### config.mk
export PLATFORM = sky130hd
export DESIGN_NAME = rgb_to_hsv_pixel_top
export DESIGN_NICKNAME = d
export VERILOG_FILES = /design/src/rgbhsv_pkg.sv /design/src/rgbhsv_front.sv /design/src/rgbhsv_cell.sv /design/src/rgbhsv_back.sv /design/src/rgb_to_hsv_pixel_top.sv
export SDC_FILE = /design/constraint.sdc
export NUM_CORES = 1
export LEC_CHECK = 0
export ABC_AREA = 1
export BUFFER_PORTS_ARGS = -buffer_cell sky130_fd_sc_hd__buf_2
export CORE_MARGIN = 2
export CORE_UTILIZATION = 55
export CTS_CLUSTER_DIAMETER = 80
export DETAILED_ROUTE_END_ITERATION = 8
export PLACE_DENSITY = 0.72
export SLEW_MARGIN = 20
export SYNTH_ARGS = -nofsm -noshare
export SYNTH_HDL_FRONTEND = slang
export SYNTH_SLANG_ARGS = --single-unit
export TNS_END_PERCENT = 100
### constraint.sdc
create_clock -name clock -period 4.95 [get_ports clock]
set_input_delay 1.485 -clock clock [delete_from_list [all_inputs] [get_ports clock]]
set_output_delay 1.485 -clock clock [all_outputs]
set_load 0.01 [all_outputs]
### src/rgbhsv_pkg.sv
// ----------------------------------------------------------------------------
// RGB to HSV pixel converter: shared types and constants
// Pixel and result structs, the codes for the winning channel and the fixed
// constants of the hue arithmetic.
// ----------------------------------------------------------------------------
package rgbhsv_pkg;

   typedef struct packed {
      logic [7:0] red;
      logic [7:0] green;
      logic [7:0] blue;
   } req_type;

   typedef struct packed {
      logic [8:0] hue;
      logic [7:0] saturation;
      logic [7:0] brightness;
   } rsp_type;

   // Channel that holds the maximum; red wins ties over green, green over blue.
   localparam logic [1:0] SEL_RED   = 2'd0;
   localparam logic [1:0] SEL_GREEN = 2'd1;
   localparam logic [1:0] SEL_BLUE  = 2'd2;

   typedef struct packed {
      logic [1:0] sel;    // channel holding the maximum
      logic       neg;    // hue difference is negative
      logic       gray;   // delta is zero
      logic       black;  // maximum is zero
   } ctrl_type;

   // The hue quotient never exceeds 60, so six quotient bits suffice.
   localparam int HUE_QBITS = 6;
   localparam int HUE_SCALE = 60;

   localparam logic [8:0] HUE_GREEN = 9'd120;
   localparam logic [8:0] HUE_BLUE  = 9'd240;
   localparam logic [8:0] HUE_FULL  = 9'd360;

endpackage

### src/rgbhsv_front.sv
// ----------------------------------------------------------------------------
// RGB to HSV front stage
// Finds the largest and smallest channel, the winning channel, delta and the
// signed channel difference that sets the hue, and registers them.
// ----------------------------------------------------------------------------
module rgbhsv_front
   import rgbhsv_pkg::*;
#(
   parameter int CB = 8
) (
   input  logic          clock,
   input  logic          reset,
   input  logic          in_valid,
   input  req_type       in_pixel,
   output logic          out_valid,
   output ctrl_type      out_ctrl,
   output logic [CB-1:0] out_mx,
   output logic [CB-1:0] out_delta,
   output logic [CB-1:0] out_mag
);

   logic [CB-1:0] r;
   logic [CB-1:0] g;
   logic [CB-1:0] b;
   logic [CB-1:0] mx;
   logic [CB-1:0] mn;
   logic [1:0]    sel;
   logic [CB:0]   sdiff;
   logic [CB:0]   amag;

   logic          valid_ff;
   logic          valid_in;
   ctrl_type      ctrl_ff;
   ctrl_type      ctrl_in;
   logic [CB-1:0] mx_ff;
   logic [CB-1:0] delta_ff;
   logic [CB-1:0] delta_in;
   logic [CB-1:0] mag_ff;
   logic [CB-1:0] mag_in;

   // Bits above the channel width are dropped here.
   assign r = CB'(in_pixel.red);
   assign g = CB'(in_pixel.green);
   assign b = CB'(in_pixel.blue);

   always_comb begin
      if (r >= g && r >= b) begin
         sel   = SEL_RED;
         mx    = r;
         sdiff = {1'b0, g} - {1'b0, b};
      end else if (g >= b) begin
         sel   = SEL_GREEN;
         mx    = g;
         sdiff = {1'b0, b} - {1'b0, r};
      end else begin
         sel   = SEL_BLUE;
         mx    = b;
         sdiff = {1'b0, r} - {1'b0, g};
      end
      if (r <= g && r <= b) begin
         mn = r;
      end else if (g <= b) begin
         mn = g;
      end else begin
         mn = b;
      end
      amag     = sdiff[CB] ? (~sdiff + 1'b1) : sdiff;
      mag_in   = amag[CB-1:0];
      delta_in = mx - mn;
      valid_in = in_valid;
      ctrl_in.sel   = sel;
      ctrl_in.neg   = sdiff[CB];
      ctrl_in.gray  = (delta_in == '0);
      ctrl_in.black = (mx == '0);
   end

   always_ff @(posedge clock) begin
      if (reset) begin
         valid_ff <= 1'b0;
      end else begin
         valid_ff <= valid_in;
      end
   end

   always_ff @(posedge clock) begin
      ctrl_ff  <= ctrl_in;
      mx_ff    <= mx;
      delta_ff <= delta_in;
      mag_ff   <= mag_in;
   end

   assign out_valid = valid_ff;
   assign out_ctrl  = ctrl_ff;
   assign out_mx    = mx_ff;
   assign out_delta = delta_ff;
   assign out_mag   = mag_ff;

endmodule

### src/rgbhsv_cell.sv
// ----------------------------------------------------------------------------
// RGB to HSV divider cell
// One restoring division step for both the saturation and the hue quotient,
// registered, with the side information carried alongside.
// ----------------------------------------------------------------------------
module rgbhsv_cell
   import rgbhsv_pkg::*;
#(
   parameter int CB    = 8,
   parameter int NSTEP = 8
) (
   input  logic             clock,
   input  logic             reset,
   input  logic             in_valid,
   input  ctrl_type         in_ctrl,
   input  logic [CB-1:0]    in_mx,
   input  logic [CB-1:0]    in_delta,
   input  logic [CB-1:0]    in_sat_rem,
   input  logic [NSTEP-1:0] in_sat_num,
   input  logic [NSTEP-1:0] in_sat_quo,
   input  logic [CB-1:0]    in_hue_rem,
   input  logic [NSTEP-1:0] in_hue_num,
   input  logic [NSTEP-1:0] in_hue_quo,
   output logic             out_valid,
   output ctrl_type         out_ctrl,
   output logic [CB-1:0]    out_mx,
   output logic [CB-1:0]    out_delta,
   output logic [CB-1:0]    out_sat_rem,
   output logic [NSTEP-1:0] out_sat_num,
   output logic [NSTEP-1:0] out_sat_quo,
   output logic [CB-1:0]    out_hue_rem,
   output logic [NSTEP-1:0] out_hue_num,
   output logic [NSTEP-1:0] out_hue_quo
);

   logic [CB:0]      sat_trial;
   logic [CB:0]      hue_trial;
   logic [CB:0]      sat_diff;
   logic [CB:0]      hue_diff;
   logic             sat_bit;
   logic             hue_bit;

   logic             valid_ff;
   ctrl_type         ctrl_ff;
   logic [CB-1:0]    mx_ff;
   logic [CB-1:0]    delta_ff;
   logic [CB-1:0]    sat_rem_ff;
   logic [CB-1:0]    sat_rem_in;
   logic [NSTEP-1:0] sat_num_ff;
   logic [NSTEP-1:0] sat_quo_ff;
   logic [CB-1:0]    hue_rem_ff;
   logic [CB-1:0]    hue_rem_in;
   logic [NSTEP-1:0] hue_num_ff;
   logic [NSTEP-1:0] hue_quo_ff;

   // The partial remainder stays below the divisor, so after a successful
   // subtraction it fits the channel width again.
   always_comb begin
      sat_trial  = {in_sat_rem, in_sat_num[NSTEP-1]};
      hue_trial  = {in_hue_rem, in_hue_num[NSTEP-1]};
      sat_diff   = sat_trial - {1'b0, in_mx};
      hue_diff   = hue_trial - {1'b0, in_delta};
      sat_bit    = (sat_trial >= {1'b0, in_mx});
      hue_bit    = (hue_trial >= {1'b0, in_delta});
      sat_rem_in = sat_bit ? sat_diff[CB-1:0] : sat_trial[CB-1:0];
      hue_rem_in = hue_bit ? hue_diff[CB-1:0] : hue_trial[CB-1:0];
   end

   always_ff @(posedge clock) begin
      if (reset) begin
         valid_ff <= 1'b0;
      end else begin
         valid_ff <= in_valid;
      end
   end

   always_ff @(posedge clock) begin
      ctrl_ff    <= in_ctrl;
      mx_ff      <= in_mx;
      delta_ff   <= in_delta;
      sat_rem_ff <= sat_rem_in;
      sat_num_ff <= in_sat_num << 1;
      sat_quo_ff <= {in_sat_quo[NSTEP-2:0], sat_bit};
      hue_rem_ff <= hue_rem_in;
      hue_num_ff <= in_hue_num << 1;
      hue_quo_ff <= {in_hue_quo[NSTEP-2:0], hue_bit};
   end

   assign out_valid   = valid_ff;
   assign out_ctrl    = ctrl_ff;
   assign out_mx      = mx_ff;
   assign out_delta   = delta_ff;
   assign out_sat_rem = sat_rem_ff;
   assign out_sat_num = sat_num_ff;
   assign out_sat_quo = sat_quo_ff;
   assign out_hue_rem = hue_rem_ff;
   assign out_hue_num = hue_num_ff;
   assign out_hue_quo = hue_quo_ff;

endmodule

### src/rgbhsv_back.sv
// ----------------------------------------------------------------------------
// RGB to HSV output stage
// Floors the hue for negative differences, adds the sector offset, forces the
// gray and black cases and registers the result with its strobe.
// ----------------------------------------------------------------------------
module rgbhsv_back
   import rgbhsv_pkg::*;
#(
   parameter int CB    = 8,
   parameter int NSTEP = 8
) (
   input  logic             clock,
   input  logic             reset,
   input  logic             in_valid,
   input  ctrl_type         in_ctrl,
   input  logic [CB-1:0]    in_mx,
   input  logic [NSTEP-1:0] in_sat_quo,
   input  logic [NSTEP-1:0] in_hue_quo,
   input  logic [CB-1:0]    in_hue_rem,
   output logic             out_strobe,
   output rsp_type          out_data
);

   logic [8:0] q;
   logic [8:0] qc;

   logic       strobe_ff;
   rsp_type    data_ff;
   rsp_type    data_in;

   always_comb begin
      q  = 9'(in_hue_quo);
      // A negative quotient floors away from zero when there is a remainder.
      qc = q + {8'd0, (in_hue_rem != '0)};
      data_in.brightness = 8'(in_mx);
      data_in.saturation = in_ctrl.black ? 8'd0 : 8'(in_sat_quo);
      case (in_ctrl.sel)
         SEL_RED: begin
            data_in.hue = in_ctrl.neg ? (HUE_FULL - qc) : q;
         end
         SEL_GREEN: begin
            data_in.hue = in_ctrl.neg ? (HUE_GREEN - qc) : (HUE_GREEN + q);
         end
         SEL_BLUE: begin
            data_in.hue = in_ctrl.neg ? (HUE_BLUE - qc) : (HUE_BLUE + q);
         end
         default: begin
            data_in.hue = '0;
         end
      endcase
      if (in_ctrl.gray) begin
         data_in.hue = '0;
      end
   end

   always_ff @(posedge clock) begin
      if (reset) begin
         strobe_ff <= 1'b0;
      end else begin
         strobe_ff <= in_valid;
      end
   end

   always_ff @(posedge clock) begin
      data_ff <= data_in;
   end

   assign out_strobe = strobe_ff;
   assign out_data   = data_ff;

endmodule

### src/rgb_to_hsv_pixel_top.sv
// ----------------------------------------------------------------------------
// RGB to HSV pixel converter
// Converts one 8-bit RGB pixel per clock into hue (degrees), saturation and
// brightness through a front stage, a row of divider cells and an output stage.
//
//   Channel   Ports                      Direction  Transfer when
//   request   start, busy, req_data      in         start high and busy low
//   response  rsp_strobe, rsp_data       out        rsp_strobe high
//
// From transfer to result a pixel passes through one front stage, one divider
// cell per quotient bit and one output stage.
// A new pixel may be transferred in every cycle; busy is always low.
// Synchronous reset clears all valid flags; nothing in flight survives it.
// The receiver cannot stall, so every result appears for exactly one cycle.
// ----------------------------------------------------------------------------
module rgb_to_hsv_pixel_top
   import rgbhsv_pkg::*;
#(
   parameter int CHANNEL_BITS = 8
) (
   input  logic    clock,
   input  logic    reset,
   input  logic    start,
   output logic    busy,
   input  req_type req_data,
   output logic    rsp_strobe,
   output rsp_type rsp_data
);

   localparam int CB    = CHANNEL_BITS;
   localparam int NSTEP = (CB > HUE_QBITS) ? CB : HUE_QBITS;
   localparam int NW    = CB + NSTEP;

   logic             accept;

   logic             f_valid;
   ctrl_type         f_ctrl;
   logic [CB-1:0]    f_mx;
   logic [CB-1:0]    f_delta;
   logic [CB-1:0]    f_mag;
   logic [NW-1:0]    sat_n;
   logic [NW-1:0]    hue_n;

   logic             c_valid   [0:NSTEP];
   ctrl_type         c_ctrl    [0:NSTEP];
   logic [CB-1:0]    c_mx      [0:NSTEP];
   logic [CB-1:0]    c_delta   [0:NSTEP];
   logic [CB-1:0]    c_sat_rem [0:NSTEP];
   logic [NSTEP-1:0] c_sat_num [0:NSTEP];
   logic [NSTEP-1:0] c_sat_quo [0:NSTEP];
   logic [CB-1:0]    c_hue_rem [0:NSTEP];
   logic [NSTEP-1:0] c_hue_num [0:NSTEP];
   logic [NSTEP-1:0] c_hue_quo [0:NSTEP];

   assign busy   = 1'b0;
   assign accept = start & ~busy;

   rgbhsv_front #(.CB(CB)) u_front (
      .clock     (clock),
      .reset     (reset),
      .in_valid  (accept),
      .in_pixel  (req_data),
      .out_valid (f_valid),
      .out_ctrl  (f_ctrl),
      .out_mx    (f_mx),
      .out_delta (f_delta),
      .out_mag   (f_mag)
   );

   // Dividends: delta times the full-scale channel value, and 60 times the
   // channel difference. Both quotients fit in NSTEP bits, so the top CB bits
   // of each dividend already lie below the divisor.
   always_comb begin
      sat_n = (NW'(f_delta) << CB) - NW'(f_delta);
      hue_n = NW'(f_mag) * NW'(HUE_SCALE);
   end

   assign c_valid[0]   = f_valid;
   assign c_ctrl[0]    = f_ctrl;
   assign c_mx[0]      = f_mx;
   assign c_delta[0]   = f_delta;
   assign c_sat_rem[0] = sat_n[NW-1:NSTEP];
   assign c_sat_num[0] = sat_n[NSTEP-1:0];
   assign c_sat_quo[0] = '0;
   assign c_hue_rem[0] = hue_n[NW-1:NSTEP];
   assign c_hue_num[0] = hue_n[NSTEP-1:0];
   assign c_hue_quo[0] = '0;

   for (genvar i = 0; i < NSTEP; i++) begin : g_cell
      rgbhsv_cell #(.CB(CB), .NSTEP(NSTEP)) u_cell (
         .clock       (clock),
         .reset       (reset),
         .in_valid    (c_valid[i]),
         .in_ctrl     (c_ctrl[i]),
         .in_mx       (c_mx[i]),
         .in_delta    (c_delta[i]),
         .in_sat_rem  (c_sat_rem[i]),
         .in_sat_num  (c_sat_num[i]),
         .in_sat_quo  (c_sat_quo[i]),
         .in_hue_rem  (c_hue_rem[i]),
         .in_hue_num  (c_hue_num[i]),
         .in_hue_quo  (c_hue_quo[i]),
         .out_valid   (c_valid[i+1]),
         .out_ctrl    (c_ctrl[i+1]),
         .out_mx      (c_mx[i+1]),
         .out_delta   (c_delta[i+1]),
         .out_sat_rem (c_sat_rem[i+1]),
         .out_sat_num (c_sat_num[i+1]),
         .out_sat_quo (c_sat_quo[i+1]),
         .out_hue_rem (c_hue_rem[i+1]),
         .out_hue_num (c_hue_num[i+1]),
         .out_hue_quo (c_hue_quo[i+1])
      );
   end

   rgbhsv_back #(.CB(CB), .NSTEP(NSTEP)) u_back (
      .clock      (clock),
      .reset      (reset),
      .in_valid   (c_valid[NSTEP]),
      .in_ctrl    (c_ctrl[NSTEP]),
      .in_mx      (c_mx[NSTEP]),
      .in_sat_quo (c_sat_quo[NSTEP]),
      .in_hue_quo (c_hue_quo[NSTEP]),
      .in_hue_rem (c_hue_rem[NSTEP]),
      .out_strobe (rsp_strobe),
      .out_data   (rsp_data)
   );

endmodule
==> results of run 1 <==
-- metrics by stage --
| step | hold WS [ps] | instances | util [%] | cell area (µm²) |
|---|---|---|---|---|
| after floorplan | 310 | 2375 | - | 19900 |
| after global placement | 310 | 2893 | 58.5 | 20800 |
| after detailed placement | 312 | 2893 | 58.5 | 20800 |
| after CTS | 311 | 2972 | 62.7 | 22300 |
| after global routing | 319 | 2972 | 62.7 | 22300 |
| final | 307 | 2972 | 62.7 | 22300 |
-- layer usage --
metal	wire, µm	global-route usage (%)	vias to the layer above
li1	-	-	7738
met1	15900	22.4	6614
met2	20400	39.8	292
met3	1320	2.87	101
met4	1680	9.93	0
met5	0	0	-
-- placed cells by master, fill, tap and decap left out, types with 21 or more instances in the layout --
| cell type | count |
|---|---|
| sky130_fd_sc_hd__nand2_1 | 488 |
| sky130_fd_sc_hd__dfxtp_1 | 452 |
| sky130_fd_sc_hd__inv_1 | 422 |
| sky130_fd_sc_hd__ha_1 | 183 |
| sky130_fd_sc_hd__nor2_1 | 160 |
| sky130_fd_sc_hd__nand3_1 | 132 |
| sky130_fd_sc_hd__o21ai_0 | 113 |
| sky130_fd_sc_hd__a21oi_1 | 96 |
| sky130_fd_sc_hd__xor2_1 | 59 |
| sky130_fd_sc_hd__buf_2 | 52 |
| sky130_fd_sc_hd__clkbuf_16 | 44 |
| sky130_fd_sc_hd__fa_1 | 32 |
| sky130_fd_sc_hd__xnor2_1 | 30 |
| sky130_fd_sc_hd__nor3_1 | 23 |
| sky130_fd_sc_hd__nand4_1 | 23 |
| sky130_fd_sc_hd__nand2_2 | 21 |
-- timing repair --
action,in CTS,in global routing
hold buffers,0,0
gates resized for setup,0,1
setup endpoints to repair,0,2
-- path summary, 6_finish.rpt --
| kind | end | slack, ps | cells past startpoint |
|---|---|---|---|
| setup reg to reg | g_cell[0].u_cell.out_hue_rem[6]$_DFF_P_ | 530 | 17 |
| setup / recovery | g_cell[0].u_cell.out_hue_rem[6]$_DFF_P_ | 530 | 17 |
| hold reg to reg | g_cell[7].u_cell.out_ctrl[4]$_DFF_P_ | 310 | 0 |
| hold / removal | g_cell[7].u_cell.out_ctrl[4]$_DFF_P_ | 310 | 0 |
-- critical path, stage by stage, from the launching register on --
cell	delay [ps]
sky130_fd_sc_hd__dfxtp_1	410
sky130_fd_sc_hd__fa_1	490
sky130_fd_sc_hd__fa_1	550
sky130_fd_sc_hd__inv_1	70
sky130_fd_sc_hd__fa_1	450
sky130_fd_sc_hd__o21ai_0	370
sky130_fd_sc_hd__a21oi_1	130
sky130_fd_sc_hd__o21bai_1	170
sky130_fd_sc_hd__xor2_1	250
sky130_fd_sc_hd__inv_1	90
sky130_fd_sc_hd__ha_1	360
sky130_fd_sc_hd__nand2_1	100
sky130_fd_sc_hd__o21ai_1	250
sky130_fd_sc_hd__a21oi_1	110
sky130_fd_sc_hd__o21ai_0	270
sky130_fd_sc_hd__xor2_1	190
sky130_fd_sc_hd__nand2_1	70
sky130_fd_sc_hd__nand2_1	60
-- layout make-up --
cell class	instances	area, µm²	area share [%]
Clock buffer	51	1160	5.19
Sequential cell	452	9050	40.5
Inverter	426	1600	7.17
Timing Repair Buffer	68	380	1.70
Multi-Input combinational cell	1486	9200	41.2
Clock inverter	28	353	1.58
Tap cell	461	577	2.58
-- registers in the layout (all words and copies together), names as in the netlist, 15 cells and up --
name,count
g_cell.u_cell.out_mx,64
g_cell.u_cell.out_hue_rem,64
g_cell.u_cell.out_sat_quo,36
u_back.out_data,25
g_cell.u_cell.out_ctrl,40
g_cell.u_cell.out_delta,56
g_cell.u_cell.out_hue_quo,36
g_cell.u_cell.out_hue_num,15
g_cell.u_cell.out_sat_rem,56
g_cell.u_cell.out_sat_num,21
-- cell families after synthesis --
| family | Yosys count |
|---|---|
| AND/OR/NAND/NOR | 915 |
| multiplexers | 1 |
| adder cells (fa/ha/maj) | 215 |
| AO/OA/AOI/OAI | 263 |
| buffers and inverters | 437 |
| flip-flops | 452 |
| XOR/XNOR | 91 |
| other | 1 |
==> results_dict.tcl, run 1 <==
set metrics [dict create \
    clkSlewWorstSetupHoldPaths_ps 60 \
    io_pins 54 \
    ys_types 52 \
    syn2layout_area_growth_pct 12.1 \
    slew_headroom_pct 49.6 \
    vias_per_cell 4.96 \
    die_area_um2 37700 \
    wire_per_inst_um 13.2 \
    critical_path_arrival_ps 4910 \
    worst-setup-path-type "reg2reg" \
    post_synth_xor_area_fraction_pct 4.08 \
    pre_cts_ws_ps 41.4 \
    synthesis.yosys.warnings 0 \
    yosys.area.top_type_share_pct 45.4 \
    port_buffers 52 \
    yosys.cell_count.top_type "sky130_fd_sc_hd__nand2_1" \
    postSynthRegisterBits 452 \
    initial_utilization_pct 56.0 \
    syn_area_um2 19900 \
    synthesis.area_per_instance_um2 8.38 \
    tightestPinTransition_ps 753 \
    clock-root-buffer "sky130_fd_sc_hd__clkbuf_16" \
    post_synth_mux_area_share_pct 0.0503 \
    routed_wl_um 39300 \
    dp.final_hpwl_um 31100 \
    setup_viol 0 \
    largest_family_of_logic_cells_by_synthesized_area "simple AND/OR/NAND/NOR gates" \
    global_route.usage.total_pct 20.8 \
    fp_rows 69 \
    final_period_demand_of_the_worst_path_ps 4420 \
    setup_tns_ps 0 \
    clk_latency_ps 550 \
    tritoncts "yes" \
    synth_nets 2617 \
    worst_slack_ps 529 \
    die-height_um 194 \
    timing.critical_path.to_type "register" \
    clkSinkCount 452 \
    synth_simple_gate_area_share_pct 20.1 \
    fmaxAchievable_mhz 226 \
    synth.area.top_cells "sky130_fd_sc_hd__dfxtp_1 (45%), sky130_fd_sc_hd__ha_1 (12%), sky130_fd_sc_hd__nand2_1 (9.2%), sky130_fd_sc_hd__inv_1 (8.0%), sky130_fd_sc_hd__nand3_1 (3.3%)" \
    worstSetupStartpointType "register" \
    post_route_cells_drive_above_1_share_pct 8.32 \
    ant_nets 0 \
    post-route-period-util_pct 89.3 \
    synth-compound-area-share_pct 7.20 \
    antenna_found_initial 0 \
    final_setup_skew_ps 18.5 \
    nFillCells 3038 \
    grt_pass1_vias 14500 \
    slew_viol_final 0 \
    synth_area_leader_cell "sky130_fd_sc_hd__dfxtp_1" \
    first_pass_iters 5 \
    drc 0 \
    post-cts-setup-buffers 0 \
    finalWeightedCongestion 0.952 \
    floorplan.die.width_um 194 \
    initialDrtViolationCount 478 \
    startpoint_of_the_most_critical_hold_path "g_cell[6].u_cell.out_ctrl[4]$_DFF_P_" \
    async_flop_share_pct 0 \
    max_cap_viols 0 \
    synth.yosys.seq_area_share_pct 45.4 \
    grt_max_degree 21 \
    grt_pass1_wl_um 65800 \
    worst_hold_path_type "reg2reg" \
    layout.nets 2720 \
    htree_levels 2 \
    netlist_instances 2375 \
    vias_after_detailed_routing 14700 \
    clockBufferDepth 3 \
    fraction_of_the_mapped_netlist_area_in_adder_cells_pct 14.7 \
    ys_top_cells_by_count "sky130_fd_sc_hd__nand2_1 (488), sky130_fd_sc_hd__dfxtp_1 (452), sky130_fd_sc_hd__inv_1 (422)" \
    crit-reg2reg-launch "u_front.out_mag[2]$_DFF_P_" \
    critical_path.startpoint "u_front.out_mag[2]$_DFF_P_" \
    antennaDiodeCount 0 \
    run_status "finished clean" \
    hold_fails_final_rpt 0 \
    placeableCoreArea_um2 35600 \
    grt-ovfl-total 0 \
    worst_ep_required_time_ps 5430 \
    numCtsBuffers 44 \
    critical_path.max_fanout 4 \
    ys_dominant_reg_cell "sky130_fd_sc_hd__dfxtp_1" \
    synth-edff-count 0 \
    grt_setup_unrepaired "no" \
]
Power of run 1 is not shown: default switching activity piles up to over one toggle a cycle in this logic, so the estimate is an artifact.
==> run 2: changes to the inputs <==
Settings changed: BUFFER_PORTS_ARGS -buffer_cell sky130_fd_sc_hd__buf_2 to -buffer_cell sky130_fd_sc_hd__buf_4.
==> results_dict.tcl, run 2 (same netlist as run 1, synthesis figures left out) <==
set metrics [dict create \
    die_area_um2 37700 \
    io_pins 54 \
    worst_slack_ps 484 \
    grt_pass1_vias 14500 \
    clockBufferDepth 3 \
    fin_hold_ws_ps 312 \
    layout_commonest_cell "sky130_fd_sc_hd__nand2_1" \
    routed_wl_um 38700 \
    clk_latency_ps 550 \
    fp_rows 69 \
    initial_utilization_pct 56.0 \
    post-cts-setup-buffers 0 \
    global_route.usage.total_pct 20.6 \
    die-height_um 194 \
    post-route-period-util_pct 90.2 \
    hold_fails_final_rpt 0 \
    cts_hold_buf 0 \
    worst-r2r-setup-slack_ps 480 \
    pre_cts_ws_ps 117 \
    grt-ovfl-total 0 \
    run_status "finished clean" \
    critical_path_arrival_ps 4890 \
    tightestPinTransition_ps 704 \
    placeableCoreArea_um2 35600 \
    r2r.worst_path.cells 17 \
    worst_hold_path_type "reg2reg" \
    drc 0 \
    layout_common_cells "sky130_fd_sc_hd__nand2_1 (488), sky130_fd_sc_hd__dfxtp_1 (452), sky130_fd_sc_hd__inv_1 (422), sky130_fd_sc_hd__ha_1 (183), sky130_fd_sc_hd__nor2_1 (160)" \
    critical_path.max_fanout 6 \
    finalWeightedCongestion 0.923 \
    max_cap_viols 0 \
    final_setup_skew_ps 16.9 \
    slew_headroom_pct 52.8 \
    initialDrtViolationCount 622 \
    antennaDiodeCount 0 \
    clkSinkCount 452 \
    worst-setup-path-type "reg2reg" \
    fmaxAchievable_mhz 224 \
    floorplan.die.width_um 194 \
    post_cts.resized_instances 0 \
    grt_setup_unrepaired "no" \
    syn2layout_area_growth_pct 13.0 \
    setup_tns_ps 0 \
    hold-path-cell-count 0 \
    port_buffers 52 \
    numCtsBuffers 45 \
    r2r-end "g_cell[0].u_cell.out_hue_rem[1]$_DFF_P_" \
    finalCoreUtilization_pct 63.2 \
    clkSlewWorstSetupHoldPaths_ps 60 \
    htree_levels 2 \
    vias_per_cell 4.96 \
    critical_path.startpoint "u_front.out_mag[2]$_DFF_P_" \
    wire_per_inst_um 13.0 \
    final_period_demand_of_the_worst_path_ps 4470 \
    worstSetupStartpointType "register" \
    layout.nets 2718 \
    grt_max_degree 21 \
    setup_viol 0 \
    ant_nets 0 \
    antenna_found_initial 0 \
    clock-root-buffer "sky130_fd_sc_hd__clkbuf_16" \
    tritoncts "yes" \
    grt_pass1_wl_um 65500 \
    crit-reg2reg-launch "u_front.out_mag[2]$_DFF_P_" \
    vias_after_detailed_routing 14700 \
    slew_viol_final 0 \
    critical_path_destination "g_cell[0].u_cell.out_hue_rem[1]$_DFF_P_" \
    first_pass_iters 5 \
    dp.final_hpwl_um 30700 \
    timing.critical_path.to_type "register" \
    worst_ep_required_time_ps 5380 \
    post_route_cells_drive_above_1_share_pct 8.13 \
]
run 2: stage by stage:
step	area (µm²)	std cells
finish	22500	2970
global route	22500	2970
CTS	22500	2970
detailed placement	20900	2890
global placement	20900	2890
floorplan	19900	2375
run 2: how the worst min path moves through the flow:
stage,from,end,slack [ps]
final,g_cell[6].u_cell.out_ctrl[4]$_DFF_P_,g_cell[7].u_cell.out_ctrl[4]$_DFF_P_,310
after global routing,g_cell[1].u_cell.out_sat_num[3]$_DFF_P_,g_cell[2].u_cell.out_sat_num[4]$_DFF_P_,330
after CTS,g_cell[6].u_cell.out_ctrl[4]$_DFF_P_,g_cell[7].u_cell.out_ctrl[4]$_DFF_P_,320
after detailed placement,g_cell[0].u_cell.out_hue_num[6]$_DFF_P_,g_cell[1].u_cell.out_hue_num[7]$_DFF_P_,310
after global placement,g_cell[6].u_cell.out_sat_quo[6]$_DFF_P_,g_cell[7].u_cell.out_sat_quo[7]$_DFF_P_,310
after floorplan,u_front.out_ctrl[0]$_DFF_P_,g_cell[0].u_cell.out_ctrl[0]$_DFF_P_,310
run 2: routing by layer:
metal	track usage, %	part of all wire (%)
met1	22.7	41
met3	2.59	2.9
met5	0	0
met2	39.5	52
met4	8.73	3.9
run 2: critical path, stage by stage, from the launching register on:
cell and delay [ps]:
sky130_fd_sc_hd__dfxtp_1 430, sky130_fd_sc_hd__fa_1 490, sky130_fd_sc_hd__fa_1 550, sky130_fd_sc_hd__inv_1 60
sky130_fd_sc_hd__fa_1 450, sky130_fd_sc_hd__o21ai_0 400, sky130_fd_sc_hd__a21oi_1 120, sky130_fd_sc_hd__o21bai_1 180
sky130_fd_sc_hd__xor2_1 230, sky130_fd_sc_hd__inv_1 70, sky130_fd_sc_hd__ha_1 340, sky130_fd_sc_hd__nand2_1 80
sky130_fd_sc_hd__o21ai_0 350, sky130_fd_sc_hd__nand2_1 100, sky130_fd_sc_hd__nand3_1 200, sky130_fd_sc_hd__inv_1 150
sky130_fd_sc_hd__nand2_1 80, sky130_fd_sc_hd__o21ai_0 70
run 2: cell type report:
class	instances	area, µm²
fillers	2972	13100
clock buffers	60	1270
well taps	461	577
inverters	426	1600
repair buffers	65	488
multi-input cells	1486	9200
clock inverters	20	307
flip-flops and latches	452	9050
Power of run 2 is left out for the same reason.
==> run 3: changes to the inputs <==
Settings changed: CORE_UTILIZATION 55 to 62, PLACE_DENSITY 0.72 to 0.79.
==> results_dict.tcl, run 3 (same netlist as run 1, synthesis figures left out) <==
set metrics [dict create \
    worstSetupStartpointType "register" \
    grt_pass1_wl_um 67800 \
    layout.nets 2718 \
    die-height_um 183 \
    post-route-period-util_pct 90.1 \
    grt-ovfl-total 0 \
    hold_path_end "g_cell[0].u_cell.out_ctrl[0]$_DFF_P_" \
    setup_viol 0 \
    run_status "finished clean" \
    wire_per_inst_um 13.9 \
    multiInputGateArea_um2 9210 \
    vias_per_cell 5.12 \
    worst_ep_required_time_ps 5410 \
    timing.critical_path.to_type "register" \
    clkSinkCount 452 \
    post_route_cells_drive_above_1_share_pct 8.37 \
    final_period_demand_of_the_worst_path_ps 4460 \
    htree_levels 2 \
    clockBufferDepth 3 \
    grt_pass1_vias 14900 \
    ant_nets 0 \
    placeableCoreArea_um2 31600 \
    clk_latency_ps 540 \
    dpl_cell_area_um2 20800 \
    setup_tns_ps 0 \
    floorplan.die.width_um 183 \
    nFillCells 2348 \
    startpoint_of_the_most_critical_hold_path "u_front.out_ctrl[0]$_DFF_P_" \
    grt_setup_unrepaired "no" \
    slew_headroom_pct 52.5 \
    fmaxAchievable_mhz 224 \
    r2r-end "g_cell[0].u_cell.out_hue_rem[0]$_DFF_P_" \
    vias_after_detailed_routing 14900 \
    worst_slack_ps 490 \
    die_area_um2 33600 \
    worst-setup-path-type "reg2reg" \
    max_cap_viols 0 \
    hold_fails_final_rpt 0 \
    finalWeightedCongestion 0.941 \
    layout_common_cells "sky130_fd_sc_hd__nand2_1 (488), sky130_fd_sc_hd__dfxtp_1 (452), sky130_fd_sc_hd__inv_1 (422), sky130_fd_sc_hd__ha_1 (183), sky130_fd_sc_hd__nor2_1 (160)" \
    dp_cells 2832 \
    grt_max_degree 21 \
    slew_viol_final 0 \
    hold-path-cell-count 0 \
    layout.cell_area.non_filler_um2 22500 \
    critical_path.max_fanout 6 \
    first_pass_iters 5 \
    post_layout_nonfiller_instances 2912 \
    worst_hold_path_type "reg2reg" \
    dp.final_hpwl_um 31200 \
    syn2layout_area_growth_pct 12.9 \
    cts_hold_buf 0 \
    drc 0 \
    io_pins 54 \
    routed_wl_um 40500 \
    clock-root-buffer "sky130_fd_sc_hd__clkbuf_16" \
    fp_rows 65 \
    worst-r2r-setup-slack_ps 490 \
    ff_latch_area_um2 9050 \
    global_route.usage.total_pct 24.5 \
    antennaDiodeCount 0 \
    tritoncts "yes" \
    critical_path_arrival_ps 4920 \
    layout_commonest_cell "sky130_fd_sc_hd__nand2_1" \
    numCtsBuffers 44 \
    clkSlewWorstSetupHoldPaths_ps 60 \
    initial_utilization_pct 63.1 \
    crit-reg2reg-launch "u_front.out_mag[3]$_DFF_P_" \
    pre_cts_ws_ps 65.2 \
    r2r.worst_path.cells 19 \
    tightestPinTransition_ps 712 \
    port_buffers 52 \
    initialDrtViolationCount 806 \
    antenna_found_initial 0 \
    final_setup_skew_ps 12.3 \
]
-- run 3: area by class of cell --
type	count	share of cell area (%)
sequential	452	40.3
clock inverter	25	1.75
clock buffer	55	5.44
tap	402	2.24
inverter	426	7.12
timing repair buffer	66	2.21
multi-input combinational	1486	41.0
-- run 3: through the flow --
stage	utilization, %	hold WS, ps
after global routing	71.2	316
after global placement	66.1	309
after floorplan	-	310
after CTS	71.2	313
after detailed placement	66.1	312
final	71.2	315
-- run 3: repair_timing --
action	4_1_cts	5_1_grt
gates resized for setup	0	2
buffers inserted	0	0
endpoints found under the setup margin	0	7
-- run 3: worst max path at each step --
stage                                           from                                       to  slack, ps  depth (start not counted)
final                     u_front.out_mag[3]$_DFF_P_  g_cell[0].u_cell.out_hue_rem[0]$_DFF_P_        490                         19
after floorplan                          req_data[4]              u_front.out_ctrl[1]$_DFF_P_        440                         22
after detailed placement                req_data[14]              u_front.out_ctrl[1]$_DFF_P_         70                         22
after global routing      u_front.out_mag[3]$_DFF_P_  g_cell[0].u_cell.out_hue_rem[2]$_DFF_P_         40                         20
after global placement                  req_data[14]              u_front.out_ctrl[1]$_DFF_P_        160                         22
after CTS                 u_front.out_mag[3]$_DFF_P_  g_cell[0].u_cell.out_hue_rem[0]$_DFF_P_        380                         19
-- run 3: routing by layer --
metal	share of wire, %	GRT usage, %	vias to the layer above
li1	-	-	7724
met1	41	26.5	6823
met2	53	48.7	298
met3	3.3	3.06	77
met4	2.8	8.22	0
met5	0	0	-
-- run 3: worst max-delay path, stage by stage, from the launching register on --
cell and delay [ps]:
sky130_fd_sc_hd__dfxtp_1 420, sky130_fd_sc_hd__inv_1 130, sky130_fd_sc_hd__fa_1 510, sky130_fd_sc_hd__fa_1 520, sky130_fd_sc_hd__inv_1 40, sky130_fd_sc_hd__ha_1 340
sky130_fd_sc_hd__a21o_1 180, sky130_fd_sc_hd__a21oi_1 230, sky130_fd_sc_hd__o21ai_0 180, sky130_fd_sc_hd__nand2_1 90, sky130_fd_sc_hd__nand2_1 50, sky130_fd_sc_hd__a21oi_1 140
sky130_fd_sc_hd__xnor2_1 150, sky130_fd_sc_hd__ha_1 350, sky130_fd_sc_hd__inv_1 80, sky130_fd_sc_hd__nor4_2 280, sky130_fd_sc_hd__nand4_1 140, sky130_fd_sc_hd__nand3_1 220
sky130_fd_sc_hd__buf_4 180, sky130_fd_sc_hd__mux2i_1 180
Power of run 3 is left out for the same reason.
